[src/hbeg_pkg.sv]
// Shared types, constants and ramp selection helpers of the heartbeat envelope generator.
package hbeg_pkg;

  localparam int unsigned DUR_W  = 16;
  localparam int unsigned LVL_W  = 8;
  localparam int unsigned IDX_W  = 3;
  localparam int unsigned STEP_W = 3;

  // Last step of the eight-step serial multiply and divide.
  localparam logic [STEP_W-1:0] STEP_LAST = 3'd7;

  // Ramp indices; RAMP_COUNT is the rest phase after the four ramps.
  localparam logic [IDX_W-1:0] RAMP_RISE_ONE = 3'd0;
  localparam logic [IDX_W-1:0] RAMP_FALL_ONE = 3'd1;
  localparam logic [IDX_W-1:0] RAMP_RISE_TWO = 3'd2;
  localparam logic [IDX_W-1:0] RAMP_FALL_TWO = 3'd3;
  localparam logic [IDX_W-1:0] RAMP_COUNT    = 3'd4;

  // Configuration register indices.
  localparam logic [IDX_W-1:0] REG_BEAT_PERIOD = 3'd0;
  localparam logic [IDX_W-1:0] REG_RISE_ONE    = 3'd1;
  localparam logic [IDX_W-1:0] REG_FALL_ONE    = 3'd2;
  localparam logic [IDX_W-1:0] REG_RISE_TWO    = 3'd3;
  localparam logic [IDX_W-1:0] REG_FALL_TWO    = 3'd4;
  localparam logic [IDX_W-1:0] REG_PEAK_ONE    = 3'd5;
  localparam logic [IDX_W-1:0] REG_PEAK_TWO    = 3'd6;

  // Register values after reset.
  localparam logic [DUR_W-1:0] RST_BEAT_PERIOD = 16'd1000;
  localparam logic [DUR_W-1:0] RST_RISE_ONE    = 16'd100;
  localparam logic [DUR_W-1:0] RST_FALL_ONE    = 16'd80;
  localparam logic [DUR_W-1:0] RST_RISE_TWO    = 16'd80;
  localparam logic [DUR_W-1:0] RST_FALL_TWO    = 16'd150;
  localparam logic [LVL_W-1:0] RST_PEAK_ONE    = 8'd255;
  localparam logic [LVL_W-1:0] RST_PEAK_TWO    = 8'd200;

  typedef struct packed {
    logic [DUR_W-1:0] beat_period;
    logic [DUR_W-1:0] rise_one;
    logic [DUR_W-1:0] fall_one;
    logic [DUR_W-1:0] rise_two;
    logic [DUR_W-1:0] fall_two;
    logic [LVL_W-1:0] peak_one;
    logic [LVL_W-1:0] peak_two;
  } cfg_t;

  typedef enum logic [1:0] {
    SEQ_IDLE,
    SEQ_PASS,
    SEQ_CALC,
    SEQ_EMIT
  } seq_state_e;

  typedef enum logic [1:0] {
    AR_IDLE,
    AR_MUL,
    AR_DIV,
    AR_DONE
  } arith_state_e;

  typedef struct packed {
    logic             start;
    logic [LVL_W-1:0] start_level;
    logic [LVL_W-1:0] target;
  } arith_req_t;

  typedef struct packed {
    logic             done;
    logic [LVL_W-1:0] level;
  } arith_rsp_t;

  function automatic logic [DUR_W-1:0] ramp_duration(cfg_t cfg, logic [IDX_W-1:0] idx);
    logic [DUR_W-1:0] dur;
    case (idx)
      RAMP_RISE_ONE: dur = cfg.rise_one;
      RAMP_FALL_ONE: dur = cfg.fall_one;
      RAMP_RISE_TWO: dur = cfg.rise_two;
      default:       dur = cfg.fall_two;
    endcase
    return dur;
  endfunction

  function automatic logic [LVL_W-1:0] ramp_target(cfg_t cfg, logic [IDX_W-1:0] idx);
    logic [LVL_W-1:0] tgt;
    case (idx)
      RAMP_RISE_ONE: tgt = cfg.peak_one;
      RAMP_RISE_TWO: tgt = cfg.peak_two;
      default:       tgt = '0;
    endcase
    return tgt;
  endfunction

endpackage

[src/hbeg_arith.sv]
// Bit-serial multiply followed by restoring divide for one ramp interpolation.
module hbeg_arith import hbeg_pkg::*; #(
  parameter int unsigned TIME_BITS = 16
) (
  input  logic                 clk_i,
  input  logic                 rst_ni,
  input  arith_req_t           req_i,
  input  logic [TIME_BITS-1:0] elapsed_i,
  input  logic [DUR_W-1:0]     duration_i,
  output arith_rsp_t           rsp_o
);

  localparam int unsigned PROD_W = TIME_BITS + LVL_W;

  arith_state_e      state_q, state_d;
  logic [STEP_W-1:0] cnt_q, cnt_d;
  logic              falling_q, falling_d;
  logic [LVL_W-1:0]  start_q, start_d;
  logic [DUR_W-1:0]  dur_q, dur_d;
  logic [LVL_W-1:0]  mplier_q, mplier_d;
  logic [PROD_W-1:0] mcand_q, mcand_d;
  logic [PROD_W-1:0] acc_q, acc_d;
  logic [DUR_W-1:0]  rem_q, rem_d;
  logic [LVL_W-1:0]  lo_q, lo_d;
  logic [LVL_W-1:0]  quo_q, quo_d;

  logic              req_falling;
  logic [LVL_W-1:0]  req_delta;
  logic [PROD_W-1:0] acc_sum;
  logic [DUR_W:0]    trial;
  logic [DUR_W:0]    trial_diff;
  logic              trial_fits;
  logic              round_up;

  assign req_falling = req_i.target < req_i.start_level;
  assign req_delta   = req_falling ? (req_i.start_level - req_i.target)
                                   : (req_i.target - req_i.start_level);
  assign acc_sum     = acc_q + (mplier_q[0] ? mcand_q : '0);
  assign trial       = {rem_q, lo_q[LVL_W-1]};
  assign trial_diff  = trial - {1'b0, dur_q};
  assign trial_fits  = trial >= {1'b0, dur_q};
  // A falling ramp rounds the decrement up, so the level is still floored.
  assign round_up    = falling_q && (rem_q != '0);

  always_comb begin
    state_d   = state_q;
    cnt_d     = cnt_q;
    falling_d = falling_q;
    start_d   = start_q;
    dur_d     = dur_q;
    mplier_d  = mplier_q;
    mcand_d   = mcand_q;
    acc_d     = acc_q;
    rem_d     = rem_q;
    lo_d      = lo_q;
    quo_d     = quo_q;
    rsp_o     = '0;
    case (state_q)
      AR_IDLE: begin
        if (req_i.start) begin
          falling_d = req_falling;
          start_d   = req_i.start_level;
          dur_d     = duration_i;
          mplier_d  = req_delta;
          mcand_d   = PROD_W'(elapsed_i);
          acc_d     = '0;
          cnt_d     = '0;
          state_d   = AR_MUL;
        end
      end
      AR_MUL: begin
        acc_d    = acc_sum;
        mplier_d = mplier_q >> 1;
        mcand_d  = mcand_q << 1;
        cnt_d    = cnt_q + STEP_W'(1);
        if (cnt_q == STEP_LAST) begin
          // The quotient fits in eight bits, so the upper part is below the divisor.
          rem_d   = DUR_W'(acc_sum >> LVL_W);
          lo_d    = acc_sum[LVL_W-1:0];
          quo_d   = '0;
          cnt_d   = '0;
          state_d = AR_DIV;
        end
      end
      AR_DIV: begin
        rem_d = trial_fits ? DUR_W'(trial_diff) : DUR_W'(trial);
        lo_d  = lo_q << 1;
        quo_d = {quo_q[LVL_W-2:0], trial_fits};
        cnt_d = cnt_q + STEP_W'(1);
        if (cnt_q == STEP_LAST) begin
          state_d = AR_DONE;
        end
      end
      AR_DONE: begin
        rsp_o.done  = 1'b1;
        rsp_o.level = falling_q ? (start_q - quo_q - LVL_W'(round_up)) : (start_q + quo_q);
        state_d     = AR_IDLE;
      end
      default: begin
        state_d = AR_IDLE;
      end
    endcase
  end

  always_ff @(posedge clk_i or negedge rst_ni) begin
    if (!rst_ni) begin
      state_q <= AR_IDLE;
      cnt_q   <= '0;
    end else begin
      state_q <= state_d;
      cnt_q   <= cnt_d;
    end
  end

  always_ff @(posedge clk_i) begin
    falling_q <= falling_d;
    start_q   <= start_d;
    dur_q     <= dur_d;
    mplier_q  <= mplier_d;
    mcand_q   <= mcand_d;
    acc_q     <= acc_d;
    rem_q     <= rem_d;
    lo_q      <= lo_d;
    quo_q     <= quo_d;
  end

endmodule

[src/hbeg_seq.sv]
// Beat sequencer: ramp index, elapsed counters and per-tick control.
module hbeg_seq import hbeg_pkg::*; #(
  parameter int unsigned TIME_BITS = 16
) (
  input  logic                 clk_i,
  input  logic                 rst_ni,
  input  logic                 in_valid_i,
  input  logic                 in_active_i,
  output logic                 in_stall_o,
  input  cfg_t                 cfg_i,
  output logic                 res_valid_o,
  output logic [LVL_W-1:0]     res_level_o,
  input  logic                 res_ready_i,
  output arith_req_t           arith_req_o,
  output logic [TIME_BITS-1:0] arith_elapsed_o,
  output logic [DUR_W-1:0]     arith_duration_o,
  input  arith_rsp_t           arith_rsp_i
);

  localparam int unsigned CMP_W = (TIME_BITS > DUR_W) ? TIME_BITS : DUR_W;

  seq_state_e           state_q, state_d;
  logic                 running_q, running_d;
  logic [IDX_W-1:0]     idx_q, idx_d;
  logic [TIME_BITS-1:0] ramp_el_q, ramp_el_d;
  logic [TIME_BITS-1:0] beat_el_q, beat_el_d;
  logic [LVL_W-1:0]     start_q, start_d;
  logic [LVL_W-1:0]     level_q, level_d;

  logic [DUR_W-1:0]     dur;
  logic [CMP_W-1:0]     ramp_el_x, beat_el_x, dur_x, period_x, ramp_left_x;
  logic                 in_ramp, ramp_over;
  logic [TIME_BITS-1:0] ramp_el_inc, beat_el_inc;

  assign dur         = ramp_duration(cfg_i, idx_q);
  assign ramp_el_x   = CMP_W'(ramp_el_q);
  assign beat_el_x   = CMP_W'(beat_el_q);
  assign dur_x       = CMP_W'(dur);
  assign period_x    = CMP_W'(cfg_i.beat_period);
  assign ramp_left_x = ramp_el_x - dur_x;
  assign in_ramp     = idx_q < RAMP_COUNT;
  assign ramp_over   = ramp_el_x >= dur_x;
  // Both counters stick at all ones.
  assign ramp_el_inc = (&ramp_el_q) ? ramp_el_q : ramp_el_q + TIME_BITS'(1);
  assign beat_el_inc = (&beat_el_q) ? beat_el_q : beat_el_q + TIME_BITS'(1);

  assign arith_elapsed_o  = ramp_el_q;
  assign arith_duration_o = dur;
  assign res_level_o      = level_q;

  always_comb begin
    state_d                 = state_q;
    running_d               = running_q;
    idx_d                   = idx_q;
    ramp_el_d               = ramp_el_q;
    beat_el_d               = beat_el_q;
    start_d                 = start_q;
    level_d                 = level_q;
    res_valid_o             = 1'b0;
    in_stall_o              = (state_q != SEQ_IDLE);
    arith_req_o.start       = 1'b0;
    arith_req_o.start_level = start_q;
    arith_req_o.target      = ramp_target(cfg_i, idx_q);
    case (state_q)
      SEQ_IDLE: begin
        if (in_valid_i) begin
          if (!in_active_i) begin
            running_d = 1'b0;
            idx_d     = RAMP_COUNT;
            ramp_el_d = '0;
            beat_el_d = '0;
            level_d   = '0;
            state_d   = SEQ_EMIT;
          end else begin
            if (!running_q) begin
              running_d = 1'b1;
              idx_d     = RAMP_RISE_ONE;
              ramp_el_d = '0;
              beat_el_d = '0;
              start_d   = '0;
            end
            state_d = SEQ_PASS;
          end
        end
      end
      SEQ_PASS: begin
        if (in_ramp && ramp_over) begin
          // Skip one finished ramp per cycle.
          start_d   = ramp_target(cfg_i, idx_q);
          ramp_el_d = TIME_BITS'(ramp_left_x);
          idx_d     = idx_q + IDX_W'(1);
        end else if (!in_ramp) begin
          level_d = '0;
          if (beat_el_x >= period_x) begin
            running_d = 1'b0;
          end
          ramp_el_d = ramp_el_inc;
          beat_el_d = beat_el_inc;
          state_d   = SEQ_EMIT;
        end else begin
          arith_req_o.start = 1'b1;
          state_d           = SEQ_CALC;
        end
      end
      SEQ_CALC: begin
        if (arith_rsp_i.done) begin
          level_d   = arith_rsp_i.level;
          ramp_el_d = ramp_el_inc;
          beat_el_d = beat_el_inc;
          state_d   = SEQ_EMIT;
        end
      end
      SEQ_EMIT: begin
        res_valid_o = 1'b1;
        if (res_ready_i) begin
          state_d = SEQ_IDLE;
        end
      end
      default: begin
        state_d = SEQ_IDLE;
      end
    endcase
  end

  always_ff @(posedge clk_i or negedge rst_ni) begin
    if (!rst_ni) begin
      state_q   <= SEQ_IDLE;
      running_q <= 1'b0;
      idx_q     <= RAMP_COUNT;
      ramp_el_q <= '0;
      beat_el_q <= '0;
      start_q   <= '0;
    end else begin
      state_q   <= state_d;
      running_q <= running_d;
      idx_q     <= idx_d;
      ramp_el_q <= ramp_el_d;
      beat_el_q <= beat_el_d;
      start_q   <= start_d;
    end
  end

  always_ff @(posedge clk_i) begin
    level_q <= level_d;
  end

endmodule

[src/heartbeat_envelope_generator_top.sv]
// Top level of the heartbeat envelope generator: registers, output stage and wiring.
//
//   Channel  Direction  Handshake                  Payload
//   -------  ---------  -------------------------  ---------------------------
//   in       input      in_valid_i / in_stall_o    in_active_i   (1 bit)
//   out      output     out_valid_o / out_stall_i  out_level_o   (8 bits)
//   cfg      input      cfg_we_i (no wait)         cfg_idx_i, cfg_data_i
//
// With a free output register, an inactive request goes straight to the emit state, which
// loads the level into the output register. An active request in the rest phase gives
// level zero; one inside a ramp is interpolated. The sequencer skips each finished ramp
// in turn (up to four, at most three before a ramp that still runs), then the arithmetic
// unit runs a bit-serial multiply and a restoring divide, one quotient bit per cycle, and
// its done state hands the level back to the sequencer.
// Reset clears the beat state and loads the register defaults; no clearing pass.
// A finished level waits in the output register, so the next request is taken
// while out_stall_i holds the previous one.
module heartbeat_envelope_generator_top import hbeg_pkg::*; #(
  parameter int unsigned TIME_BITS = 16
) (
  input  logic             clk_i,
  input  logic             rst_ni,
  input  logic             in_valid_i,
  output logic             in_stall_o,
  input  logic             in_active_i,
  output logic             out_valid_o,
  input  logic             out_stall_i,
  output logic [LVL_W-1:0] out_level_o,
  input  logic             cfg_we_i,
  input  logic [IDX_W-1:0] cfg_idx_i,
  input  logic [DUR_W-1:0] cfg_data_i
);

  cfg_t cfg_q, cfg_d;

  logic                 out_valid_q, out_valid_d;
  logic [LVL_W-1:0]     out_level_q, out_level_d;
  logic                 out_free;

  logic                 res_valid;
  logic [LVL_W-1:0]     res_level;
  arith_req_t           arith_req;
  arith_rsp_t           arith_rsp;
  logic [TIME_BITS-1:0] arith_elapsed;
  logic [DUR_W-1:0]     arith_duration;

  // Configuration writes land directly; an unknown index leaves everything unchanged.
  always_comb begin
    cfg_d = cfg_q;
    if (cfg_we_i) begin
      case (cfg_idx_i)
        REG_BEAT_PERIOD: cfg_d.beat_period = cfg_data_i;
        REG_RISE_ONE:    cfg_d.rise_one    = cfg_data_i;
        REG_FALL_ONE:    cfg_d.fall_one    = cfg_data_i;
        REG_RISE_TWO:    cfg_d.rise_two    = cfg_data_i;
        REG_FALL_TWO:    cfg_d.fall_two    = cfg_data_i;
        REG_PEAK_ONE:    cfg_d.peak_one    = cfg_data_i[LVL_W-1:0];
        REG_PEAK_TWO:    cfg_d.peak_two    = cfg_data_i[LVL_W-1:0];
        default:         cfg_d             = cfg_q;
      endcase
    end
  end

  always_ff @(posedge clk_i or negedge rst_ni) begin
    if (!rst_ni) begin
      cfg_q.beat_period <= RST_BEAT_PERIOD;
      cfg_q.rise_one    <= RST_RISE_ONE;
      cfg_q.fall_one    <= RST_FALL_ONE;
      cfg_q.rise_two    <= RST_RISE_TWO;
      cfg_q.fall_two    <= RST_FALL_TWO;
      cfg_q.peak_one    <= RST_PEAK_ONE;
      cfg_q.peak_two    <= RST_PEAK_TWO;
    end else begin
      cfg_q <= cfg_d;
    end
  end

  // The output register is free when empty or when its level leaves this cycle.
  assign out_free = !out_valid_q || !out_stall_i;

  always_comb begin
    out_valid_d = out_valid_q;
    out_level_d = out_level_q;
    if (res_valid && out_free) begin
      out_valid_d = 1'b1;
      out_level_d = res_level;
    end else if (!out_stall_i) begin
      out_valid_d = 1'b0;
    end
  end

  always_ff @(posedge clk_i or negedge rst_ni) begin
    if (!rst_ni) begin
      out_valid_q <= 1'b0;
    end else begin
      out_valid_q <= out_valid_d;
    end
  end

  always_ff @(posedge clk_i) begin
    out_level_q <= out_level_d;
  end

  assign out_valid_o = out_valid_q;
  assign out_level_o = out_level_q;

  // The sequencer tracks the beat and decides each tick's ramp.
  hbeg_seq #(
    .TIME_BITS (TIME_BITS)
  ) u_seq (
    .clk_i            (clk_i),
    .rst_ni           (rst_ni),
    .in_valid_i       (in_valid_i),
    .in_active_i      (in_active_i),
    .in_stall_o       (in_stall_o),
    .cfg_i            (cfg_q),
    .res_valid_o      (res_valid),
    .res_level_o      (res_level),
    .res_ready_i      (out_free),
    .arith_req_o      (arith_req),
    .arith_elapsed_o  (arith_elapsed),
    .arith_duration_o (arith_duration),
    .arith_rsp_i      (arith_rsp)
  );

  // The arithmetic unit turns elapsed time into a level within the current ramp.
  hbeg_arith #(
    .TIME_BITS (TIME_BITS)
  ) u_arith (
    .clk_i      (clk_i),
    .rst_ni     (rst_ni),
    .req_i      (arith_req),
    .elapsed_i  (arith_elapsed),
    .duration_i (arith_duration),
    .rsp_o      (arith_rsp)
  );

endmodule

[config.mk]
export PLATFORM = sky130hd
export DESIGN_NAME = heartbeat_envelope_generator_top
export DESIGN_NICKNAME = d
export VERILOG_FILES = /design/src/hbeg_pkg.sv /design/src/hbeg_arith.sv /design/src/hbeg_seq.sv /design/src/heartbeat_envelope_generator_top.sv
export SDC_FILE = /design/constraint.sdc
export NUM_CORES = 1
export LEC_CHECK = 0
export ABC_AREA = 0
export BUFFER_PORTS_ARGS = -buffer_cell sky130_fd_sc_hd__buf_2
export CAP_MARGIN = 20
export CORE_AREA = 2 2 240 242
export CTS_CLUSTER_DIAMETER = 200
export CTS_CLUSTER_SIZE = 28
export DETAILED_ROUTE_END_ITERATION = 16
export DIE_AREA = 0 0 242 244
export HOLD_SLACK_MARGIN = 0.05
export MAX_ROUTING_LAYER = met4
export PLACE_DENSITY = 0.47
export SLEW_MARGIN = 20
export SYNTH_ARGS = -nofsm -noshare
export SYNTH_HDL_FRONTEND = slang
export SYNTH_SLANG_ARGS = --single-unit
[constraint.sdc]
create_clock -name clk_i -period 6.43 [get_ports clk_i]
set_input_delay 0.9645 -clock clk_i [delete_from_list [all_inputs] [get_ports clk_i]]
set_output_delay 0.9645 -clock clk_i [all_outputs]
set_load 0.01 [all_outputs]
# Word level (Yosys, flattened, before mapping)
# Index checks and enable logic that the tools add are counted.
dict set report totals {
  in_bits 25
  output_inout_bits 10
  regBits 277
}
dict set report classes {
  addsub 12
  magnitude_cmp 5
  n_reduce_logical 38
  eq_ne 31
  muxes 74
}
# cell n
set ops {}
lappend ops {{two-way mux 16 bit} 13}
lappend ops {{one-hot mux 16 bit (3 select lines)} 3}
lappend ops {{two-way mux 8 bit} 14}
lappend ops {{one-hot mux 24 bit (2 select lines)} 2}
lappend ops {{one-hot mux 8 bit (2 select lines)} 5}
lappend ops {{two-way mux 24 bit} 3}
lappend ops {{adder 16 x 1 -> 16 bit (second input constant)} 2}
lappend ops {{greater-or-equal comparator 16 bit} 2}
lappend ops {{one-hot mux 16 bit (2 select lines)} 1}
lappend ops {{AND reduction 16 bit} 2}
lappend ops {{subtractor 16 bit} 2}
lappend ops {{adder 24 bit} 1}
lappend ops {{one-hot mux 8 bit (3 select lines)} 1}
lappend ops {{subtractor 8 bit} 3}
lappend ops {{AND reduction 2 bit} 11}
lappend ops {{two-way mux 3 bit} 6}
lappend ops {{inequality test 2 bit (second input constant)} 9}
lappend ops {{greater-or-equal comparator 17 x 16 -> 1 bit} 1}
lappend ops {{two-way mux 2 bit} 8}
lappend ops {{one-hot mux 2 bit (4 select lines)} 2}
lappend ops {{nonzero test 16 bit} 1}
lappend ops {{AND reduction 5 bit} 3}
lappend ops {{equality test 3 bit (second input constant)} 4}
lappend ops {{two-way mux 1 bit} 12}
lappend ops {{other kinds (25)} 49}

# Logic depth before layout (Yosys ltp)
# Gate-level depths: netlist of run 1.
dict set report depth {
  depth_word 8
  mapped_depth 17
}

# Cells and area by module
# Synthesis of run 1 repeated with hierarchy kept, for this count alone.
dict set report unflattened {
  hier_cells 1566
  hier_area_um2 16897.5
}
# mod cells_per_inst area_each_um2 instances seq_area_each_um2
set modules_own_cells {}
lappend modules_own_cells {hbeg_arith 761 8131.5 1 3518.4}
lappend modules_own_cells {hbeg_seq 582 4745.8 1 1392.6}
lappend modules_own_cells {heartbeat_envelope_generator_top 223 4020.1 1 2702.6}

# Worst setup path before layout of run 1
# OpenSTA, ideal clock, no wires.
dict set report synth_path {
  path_kind {register to register}
  startpoint {register u_seq.idx_q[0]}
  endpoint {register u_arith.acc_q[0], enable pin}
  slack_ps 664
  path_buffers 1
  arrival_time_ps 5284
  stages_incl_launch_ff 16
  period_less_slack_ps 5766
  setup_time_ps 482
  path_cell_list {dfrtp_1 inv_1 ha_1 or3_4 nand2_1 clkbuf_1 a221o_1 inv_1 ha_1 a21oi_1 o21ai_1 a221o_1 a21o_1 nor3_2 and2_1 o21bai_1}
}
dict set report synth_between {
  elab_chain_len 8
}
# element line
set synth_rtl {}
lappend synth_rtl {{start, declared} hbeg_seq.sv:24} ;# logic [IDX_W-1:0] idx_q, idx_d;
lappend synth_rtl {{start signal, assigned} hbeg_seq.sv:136} ;# idx_q <= idx_d;
lappend synth_rtl {{equality test 3 x 2 -> 1 bit, or another cell as far along} hbeg_pkg.sv:74} ;# case (idx)
lappend synth_rtl {{one-hot mux 16 bit (3 select lines) (*)} hbeg_pkg.sv:74}
lappend synth_rtl {{net arith_duration[11]} heartbeat_envelope_generator_top.sv:45} ;# logic [DUR_W-1:0] arith_duration;
lappend synth_rtl {{greater-or-equal comparator 16 bit (*)} hbeg_seq.sv:42} ;# assign ramp_over = ramp_el_x >= dur_x;
lappend synth_rtl {{logical AND 1 bit (*)} hbeg_seq.sv:87} ;# if (in_ramp && ramp_over) begin
lappend synth_rtl {{two-way mux 1 bit (*)} hbeg_seq.sv:87}
lappend synth_rtl {{two-way mux 1 bit (*)} hbeg_seq.sv:64} ;# case (state_q)
lappend synth_rtl {{inequality test 2 bit (no line) (*)} -}
lappend synth_rtl {{AND reduction 2 bit (no line) (*)} -}
lappend synth_rtl {{end signal, assigned} hbeg_arith.sv:121} ;# acc_q <= acc_d;
lappend synth_rtl {{end, declared} hbeg_arith.sv:22} ;# logic [PROD_W-1:0] acc_q, acc_d;
# The timed path passes the listed nets; every way through them passes the cells marked *.
# A chain may end at the register's enable or synchronous reset.

# Worst setup path after layout of run 1
dict set report layout_path {
  startpoint {register u_seq.idx_q[0]}
  endpoint {register u_arith.mcand_q[20], enable pin}
}
dict set report layout_between {
  elab_chain_len 8
}
# element line
set layout_rtl {}
lappend layout_rtl {{equality test 3 x 2 -> 1 bit, or another cell as far along} hbeg_pkg.sv:74}
lappend layout_rtl {{one-hot mux 16 bit (3 select lines) (*)} hbeg_pkg.sv:74}
lappend layout_rtl {{net arith_duration[9]} heartbeat_envelope_generator_top.sv:45}
lappend layout_rtl {{greater-or-equal comparator 16 bit (*)} hbeg_seq.sv:42}
lappend layout_rtl {{logical AND 1 bit (*)} hbeg_seq.sv:87}
lappend layout_rtl {{two-way mux 1 bit (*)} hbeg_seq.sv:87}
lappend layout_rtl {{two-way mux 1 bit (*)} hbeg_seq.sv:64}
lappend layout_rtl {{inequality test 2 bit (no line) (*)} -}
lappend layout_rtl {{AND reduction 2 bit (no line) (*)} -}
lappend layout_rtl {{end signal, assigned} hbeg_arith.sv:120} ;# mcand_q <= mcand_d;
lappend layout_rtl {{end, declared} hbeg_arith.sv:21} ;# logic [PROD_W-1:0] mcand_q, mcand_d;
# Marked as above.

==> results of run 1 <==
==> cells by family (layout without fill, tap and decap cells) <==
group | after synthesis | in the layout
buffers and inverters | 166 | 188
DFF | 277 | 277
xor gates and xnor gates | 63 | 63
and+or+nand+nor | 406 | 406
adders and majority gates | 130 | 130
muxes | 132 | 132
AOI/OAI and AO/OA | 409 | 409
==> report_power, final <==
part           leakage (nW)  switching, mW  internal, mW
combinational          4.30           3.45          2.27
sequential             3.03          0.392          2.78
clock                 0.177          0.598         0.390
==> synth_stat cells (all sizes together), types with 26 or more instances <==
master | instances | area, um2
edfxtp | 129 | 3870
dfstp | 29 | 762
xnor2 | 39 | 342
clkbuf | 40 | 150
ha | 122 | 1530
mux2i | 29 | 290
nor2 | 73 | 282
o21ai | 112 | 568
mux2 | 103 | 1160
a21oi | 74 | 374
dfrtp | 119 | 2980
inv | 115 | 432
and2 | 52 | 325
nor3 | 26 | 135
a21o | 33 | 248
nand2 | 120 | 450
==> registers in the layout, indices dropped and copies added (netlist names), 16 cells and up <==
signal,cells
cfg_q,96
u_arith.acc_q,24
u_arith.mcand_q,24
u_arith.dur_q,16
u_arith.rem_q,16
u_seq.arith_elapsed_o,16
u_seq.beat_el_q,16
==> per-layer routing <==
metal | wire (um) | share of wire | up-vias | GRT usage
met5 | 0 | 0 | - | -
met4 | 1170 | 0.028 | 0 | 0.0396
met3 | 1190 | 0.028 | 54 | 0.0143
met2 | 17900 | 0.42 | 188 | 0.215
li1 | - | - | 5828 | -
met1 | 22100 | 0.52 | 5903 | 0.211
==> worst max-delay path by stage <==
| stage | endpoint | slack, ns |
|---|---|---|
| after floorplan | u_arith.acc_q[0] | 0.66 |
| after global placement | u_arith.mcand_q[21] | 1.51 |
| after detailed placement | u_arith.mcand_q[20] | 1.40 |
| after CTS | u_arith.acc_q[11] | 1.35 |
| after global routing | u_arith.mcand_q[20] | 0.99 |
| final | u_arith.mcand_q[20] | 1.38 |
==> through the flow <==
step,hold WS (ns),setup slack (ns)
2_1_floorplan,0.400,0.664
3_3_place_gp,0.404,1.51
3_5_place_dp,0.405,1.40
4_1_cts,0.434,1.35
5_1_grt,0.442,0.986
6_report,0.430,1.38
==> final cells by class <==
type,count,area (um2),share of cell area
Inverter,116,435,0.0239
Multi-Input combinational cell,1140,8590,0.471
Timing Repair Buffer,50,300,0.0165
Clock inverter,2,13.8,0.000754
Tap cell,756,946,0.0518
Sequential cell,277,7610,0.417
Clock buffer,20,352,0.0193
==> critical path, stage by stage, from the launching register on <==
cell and delay (ns):
dfrtp_1 0.41, inv_1 0.10, ha_1 0.24, or3_4 0.41, nand2_1 0.45, a221o_1 0.28
inv_1 0.05, ha_1 0.35, a21oi_1 0.17, o21ai_1 0.14, a221o_1 0.39, a21o_1 0.23
nor3_2 0.35, and2_1 0.21, o21bai_4 0.34, buf_4 0.53
==> metrics.md, run 1 <==
| Metric | Value |
|---|---|
| Fraction of synthesized area in multiplexers | `0.0864` |
| Worst IR Drop VDD | `roughly 0.19 mV` |
| Sequential element share of the synthesized area | `0.453` |
| Yosys cell types | `90` |
| Number of flops mapped to enable cells by yosys | `roughly 130` |
| Hold depth | `0` |
| Hold_buf cts | `0` |
| Vias in the first global route | `between 10000 and 15000` |
| Routed len/inst | `around 18 um` |
| Post-CTS Setup Bufs | `0` |
| First-pass GRT wire length | `67200 um` |
| Worst Hold Class | `flip-flop to flip-flop` |
| Flop2flop setup slack | `between 1 and 1.5 ns` |
| Number of fill cells | `a little under 6000` |
| Mapped Nets | `1738` |
| Worst slew margin | `0.291` |
| Layout cells sized above 1 | `0.141` |
| PD cells | `between 500 and 600 nW/um2` |
| Ant. Diodes | `0` |
| Final Util | `0.325` |
| Power Total | `between 9 and 10 mW` |
| Most frequent cells in the layout | `129 x edfxtp_1, 121 x ha_1, 120 x nand2_1, 119 x dfrtp_1, 115 x inv_1` |
| Worst Skew | `0.0472 ns` |
| GRT Overall Usage | `0.145` |
| Critical Path Start | `u_seq.idx_q[0]` |
| Adder-cell share of the synthesized area | `0.100` |
| Initial antenna violation count | `0` |
| Mapped cell area | `16800 um2` |
| CP max FO | `32` |
| Cell Count, Final, Fillers Out | `roughly 2400` |
| Post-Synth XOR/XNOR Area | `0.0329` |
| Final hold violation count | `0` |
| Largest net degree at the start of global routing | `81` |
| Worst-skew pair later-pin latency | `~0.54 ns` |
| DRC violation total after the first TritonRoute iteration | `740` |
| # IOs | `35` |
| Die area | `59000 um2` |
| Final ANT Viol Nets | `0` |
| Post-Synthesis Cells | `approximately 1600` |
| Final Setup Violations | `0` |
| Num CTS Buffers | `13` |
| TritonCTS Sinks | `277` |
| DRC | `0` |
| Routability cong. | `~0.85` |
| TritonCTS clock tree | `done` |
| Clk buf depth | `3` |
| Crit path kind | `flip-flop to flip-flop` |
| Post_cts resized | `0` |
| Max_cap viols | `0` |
| Min-Delay Endpoint | `out_level_o[7]` |
| CP endpoint kind | `flip-flop` |
| Final Cell Area | `about 18000 um2` |
| Clk slew on worst S/H paths | `about 0.13 ns` |
| DIE WIDTH | `242 um` |
| Arr. time, crit path | `5.21 ns` |
| Status | `finished, final reports clean` |
| Achievable Freq | `roughly 200 MHz` |
| Initial Utilization | `0.299` |
| Most used DFF post-synth | `edfxtp_1` |
| Post-synthesis simple-gate area fraction | `0.124` |
| Worst Hold Launch | `u_seq.res_level_o[7]` |
| Fin Setup TNS | `0 ns` |
| Dpl hpwl | `approximately 31000 um` |
| Pleak | `7.51 nW` |
| Synth warn | `0` |
| Row Count | `a little under 90` |
| Tightest Pin Transition | `approximately 1.1 ns` |
| Max-slew violation count | `0` |
| Crit path time final | `around 5.1 ns` |
| Final WL | `roughly 42000 um` |
| Period utilization | `0.786` |
| # H-tree levels | `1` |
| Routed vias/inst | `between 5 and 6` |
| R2R cell count | `15` |
| Die height | `between 200 and 250 um` |
| Routed vias | `between 10000 and 15000` |
| Port bufs | `34` |
| Synth Area in Compound Gates | `0.164` |
| Overflow after GRT | `0` |
| Post-DP Area | `between 15000 and 20000 um2` |
| Core ar. | `roughly 56000 um2` |
| Nets | `1753` |
| Worst Path Required | `~6.6 ns` |
| First-pass DRT Iterations | `6` |
| Reg2reg end | `u_arith.mcand_q[20]` |
| Asr flop ratio synth | `0.534` |
| Area delta synth->final | `8.68%` |
| Worst r2r src | `u_seq.idx_q[0]` |
| Most common cell after layout, fill and taps aside | `edfxtp_1` |
| Placed cell count | `2339` |
| Unrepaired setup endpoints after global routing | `false` |
| Synth Register Bits | `about 280` |
| Crit start category | `flip-flop` |
| Synthesized area per cell | `10.6 um2` |
| Largest family of logic cells by synthesized area | `compound AO/OA/AOI/OAI gates` |
| Root buf cell | `clkbuf_16` |
No activity file was read; power rests on OpenSTA's default activity.
==> inputs of run 2 (changes only) <==
==> constraint.sdc (replaced) <==
create_clock -name clk_i -period 5 [get_ports clk_i]
set_input_delay 0.75 -clock clk_i [delete_from_list [all_inputs] [get_ports clk_i]]
set_output_delay 0.75 -clock clk_i [all_outputs]
set_load 0.01 [all_outputs]
==> run 2 against run 1 <==
Net effect:
- maximum frequency up 13%
- total power up 28%
- combinational power up 28%
- die area unchanged
- non-clock buffer count up 10
- sequential share of layout area down 0.22 points
- hold slack worse by 0.22 ns
- critical path type unchanged
==> metrics.md, run 2 (synthesized netlist as in run 1, its figures left out) <==
| Metric | Value |
|---|---|
| Period utilization | `0.896 (+0.111)` |
| GRT Overall Usage | `0.145 (-0.000561)` |
| Switch share | `0.442 (-0.00750)` |
| Routed len/inst | `17.6 um (-1.8%)` |
| Max_cap viols | `0 (unchanged)` |
| Largest regs | `cfg_q x96, u_arith.acc_q x24, u_arith.mcand_q x24` |
| Status | `finished, final reports clean` |
| Root buf cell | `clkbuf_16` |
| Overflow after GRT | `0 (unchanged)` |
| # H-tree levels | `1 (unchanged)` |
| Final hold violation count | `0 (unchanged)` |
| Area delta synth->final | `9.25%` |
| Reg2reg end | `u_arith.mplier_q[6]` |
| Arr. time, crit path | `4.71 ns (-0.50 ns)` |
| P_int | `7.06 mW (+30%)` |
| Dpl hpwl | `31000 um (-1.3%)` |
| Die area | `59000 um2 (unchanged)` |
| Crit path kind | `flip-flop to flip-flop` |
| Row Count | `87 (unchanged)` |
| NetSw | `5.60 mW (+26%)` |
| Final Setup Violations | `0 (unchanged)` |
| Flop2flop setup slack | `0.52 ns (-0.86 ns)` |
| Fin Setup TNS | `0 ns (unchanged)` |
| DRC violation total after the first TritonRoute iteration | `822 (+11%)` |
| Worst Path Required | `5.23 ns (-1.36 ns)` |
| Vias in the first global route | `11700 (-0.39%)` |
| Initial antenna violation count | `0 (unchanged)` |
| Critical Path Start | `u_seq.idx_q[0]` |
| CP max FO | `23 (-28%)` |
| Crit-path leading delay family | `compound AO/OA/AOI/OAI gates` |
| Most common cell after layout, fill and taps aside | `edfxtp_1` |
| Nets | `1763 (+0.57%)` |
| Reg with most FFs | `cfg_q` |
| Final Cell Area | `18300 um2 (+0.52%)` |
| CP cell instances | `inv_1 -> ha_1 -> nor2b_1 -> buf_4 -> a22o_1 -> a221oi_1 -> ha_1 -> and4_1 -> a221o_1 -> a21o_1 -> nor3_2 -> and2_1 -> o21bai_4 -> buf_4` |
| CP endpoint kind | `flip-flop` |
| Buffers and inverters on the worst path | `3 (unchanged)` |
| Hold_buf cts | `0 (unchanged)` |
| TritonCTS Sinks | `277 (unchanged)` |
| Number of fill cells | `5820 (-0.78%)` |
| Worst Hold Class | `input pin to async pin` |
| First-pass DRT Iterations | `5 (-1)` |
| Final ANT Viol Nets | `0 (unchanged)` |
| Tightest Pin Transition | `1.04 ns (-0.0203 ns)` |
| Clk slew on worst S/H paths | `0.12 ns (about the same)` |
| Die height | `244 um (unchanged)` |
| Routability cong. | `0.836 (-2.0%)` |
| DRC | `0 (unchanged)` |
| Unrepaired setup endpoints after global routing | `false` |
| Most frequent cells in the layout | `129 x edfxtp_1, 121 x ha_1, 120 x nand2_1, 119 x dfrtp_1, 115 x inv_1` |
| Combinational share of power | `0.580 (about the same)` |
| Final WL | `41800 um (-1.4%)` |
| Clk buf depth | `3 (unchanged)` |
| TritonCTS clock tree | `done` |
| Post-DP Area | `17900 um2 (+0.31%)` |
| Layout cells sized above 1 | `0.146 (+0.00479)` |
| Post_cts resized | `0 (unchanged)` |
| First-pass GRT wire length | `67200 um (about the same)` |
| Achievable Freq | `223 MHz (+13%)` |
| DIE WIDTH | `242 um (unchanged)` |
| Num CTS Buffers | `13 (unchanged)` |
| Crit start category | `flip-flop` |
| Critical path depth in cells | `14 (-1)` |
| Worst r2r src | `u_seq.idx_q[0]` |
| Power share of the sequential group | `0.321 (about the same)` |
| CP max stage cell | `dfrtp_1` |
| Routed vias | `11900 (-0.61%)` |
| Clock Power Share | `0.098 (-0.002)` |
| # IOs | `35 (unchanged)` |
| Worst Skew | `0.0214 ns (-0.0258 ns)` |
| Initial Utilization | `0.299 (unchanged)` |
| Crit path time final | `4.48 ns (-0.570 ns)` |
| Post-CTS Setup Bufs | `0 (unchanged)` |
| Routed vias/inst | `5.02 (-1.0%)` |
| Largest net degree at the start of global routing | `60 (-26%)` |
| Core ar. | `56200 um2 (unchanged)` |
| R2R cell count | `14 (-1)` |
| Worst IR Drop VDD | `0.280 mV (+45%)` |
| Worst-skew pair later-pin latency | `0.51 ns (-0.03 ns)` |
| Pleak | `7.56 nW (+0.70%)` |
| Largest stage delay, worst path | `0.43 ns (-0.10 ns)` |
| PD cells | `690 nW/um2 (+28%)` |
| Worst slew margin | `0.305 (+0.0135)` |
| Port bufs | `34 (unchanged)` |
| Max-slew violation count | `0 (unchanged)` |
| Worst Setup EP | `u_arith.mplier_q[6]` |
| Max reg flops | `96 (unchanged)` |
run 2: changes by cell type in the layout (fill, tap and decap cells not counted), sizes merged:
cell	previous run	this run
diode	0	1
buf	50	60
inv	116	115
run 2: worst register-to-register path, cell delays in order (launching register included):
cell and delay, ns:
dfrtp_1 0.43, inv_1 0.10, ha_1 0.24, nor2b_1 0.14
buf_4 0.22, a22o_1 0.21, a221oi_1 0.42, ha_1 0.41
and4_1 0.24, a221o_1 0.36, a21o_1 0.24, nor3_2 0.34
and2_1 0.21, o21bai_4 0.31, buf_4 0.33
run 2: routing by layer:
layer  vias to the layer above  global-route usage  share of wire
met2                       206               0.227           0.45
met4                         0              0.0254          0.012
met1                      5798               0.208           0.51
met5                         -                   -              0
li1                       5865                   -              -
met3                        31              0.0103          0.031
run 2: worst min-delay path by stage:
stage,endpoint,slack (ns)
after floorplan,out_level_o[0],0.40
after global placement,out_level_o[7],0.40
after detailed placement,out_level_o[2],0.41
after CTS,cfg_q[49],0.20
after global routing,cfg_q[31],0.23
final,cfg_q[79],0.21
run 2: cell type report:
type | instances | area (um2) | share of cell area
diodes | 1 | 2.50 | 0.000136
clock buffers | 20 | 352 | 0.0192
multi-input cells | 1140 | 8580 | 0.468
clock inverters | 1 | 5.00 | 0.000273
well taps | 756 | 946 | 0.0516
flip-flops and latches | 277 | 7610 | 0.415
repair buffers | 60 | 408 | 0.0222
inverters | 116 | 435 | 0.0237
run 2: power by group through the flow:
stage               Combinational (mW)  Clock (mW)  Sequential [mW]
floorplan                         5.58           0             3.93
global placement                  7.23           0             4.13
detailed placement                7.33           0             4.12
CTS                               7.36        1.31             4.08
global route                      8.27        1.38             4.18
finish                            7.35        1.25             4.07
run 2: per-stage QoR:
stage	util	std cells	setup WS, ns	power (mW)	hold slack [ns]
2_1_floorplan	-	1583	0.202	9.51	0.400
3_3_place_gp	0.319	2346	0.647	11.4	0.403
3_5_place_dp	0.319	2346	0.503	11.5	0.405
4_1_cts	0.326	2367	0.491	12.8	0.203
5_1_grt	0.327	2370	0.177	13.8	0.233
6_report	0.327	2371	0.519	12.7	0.208
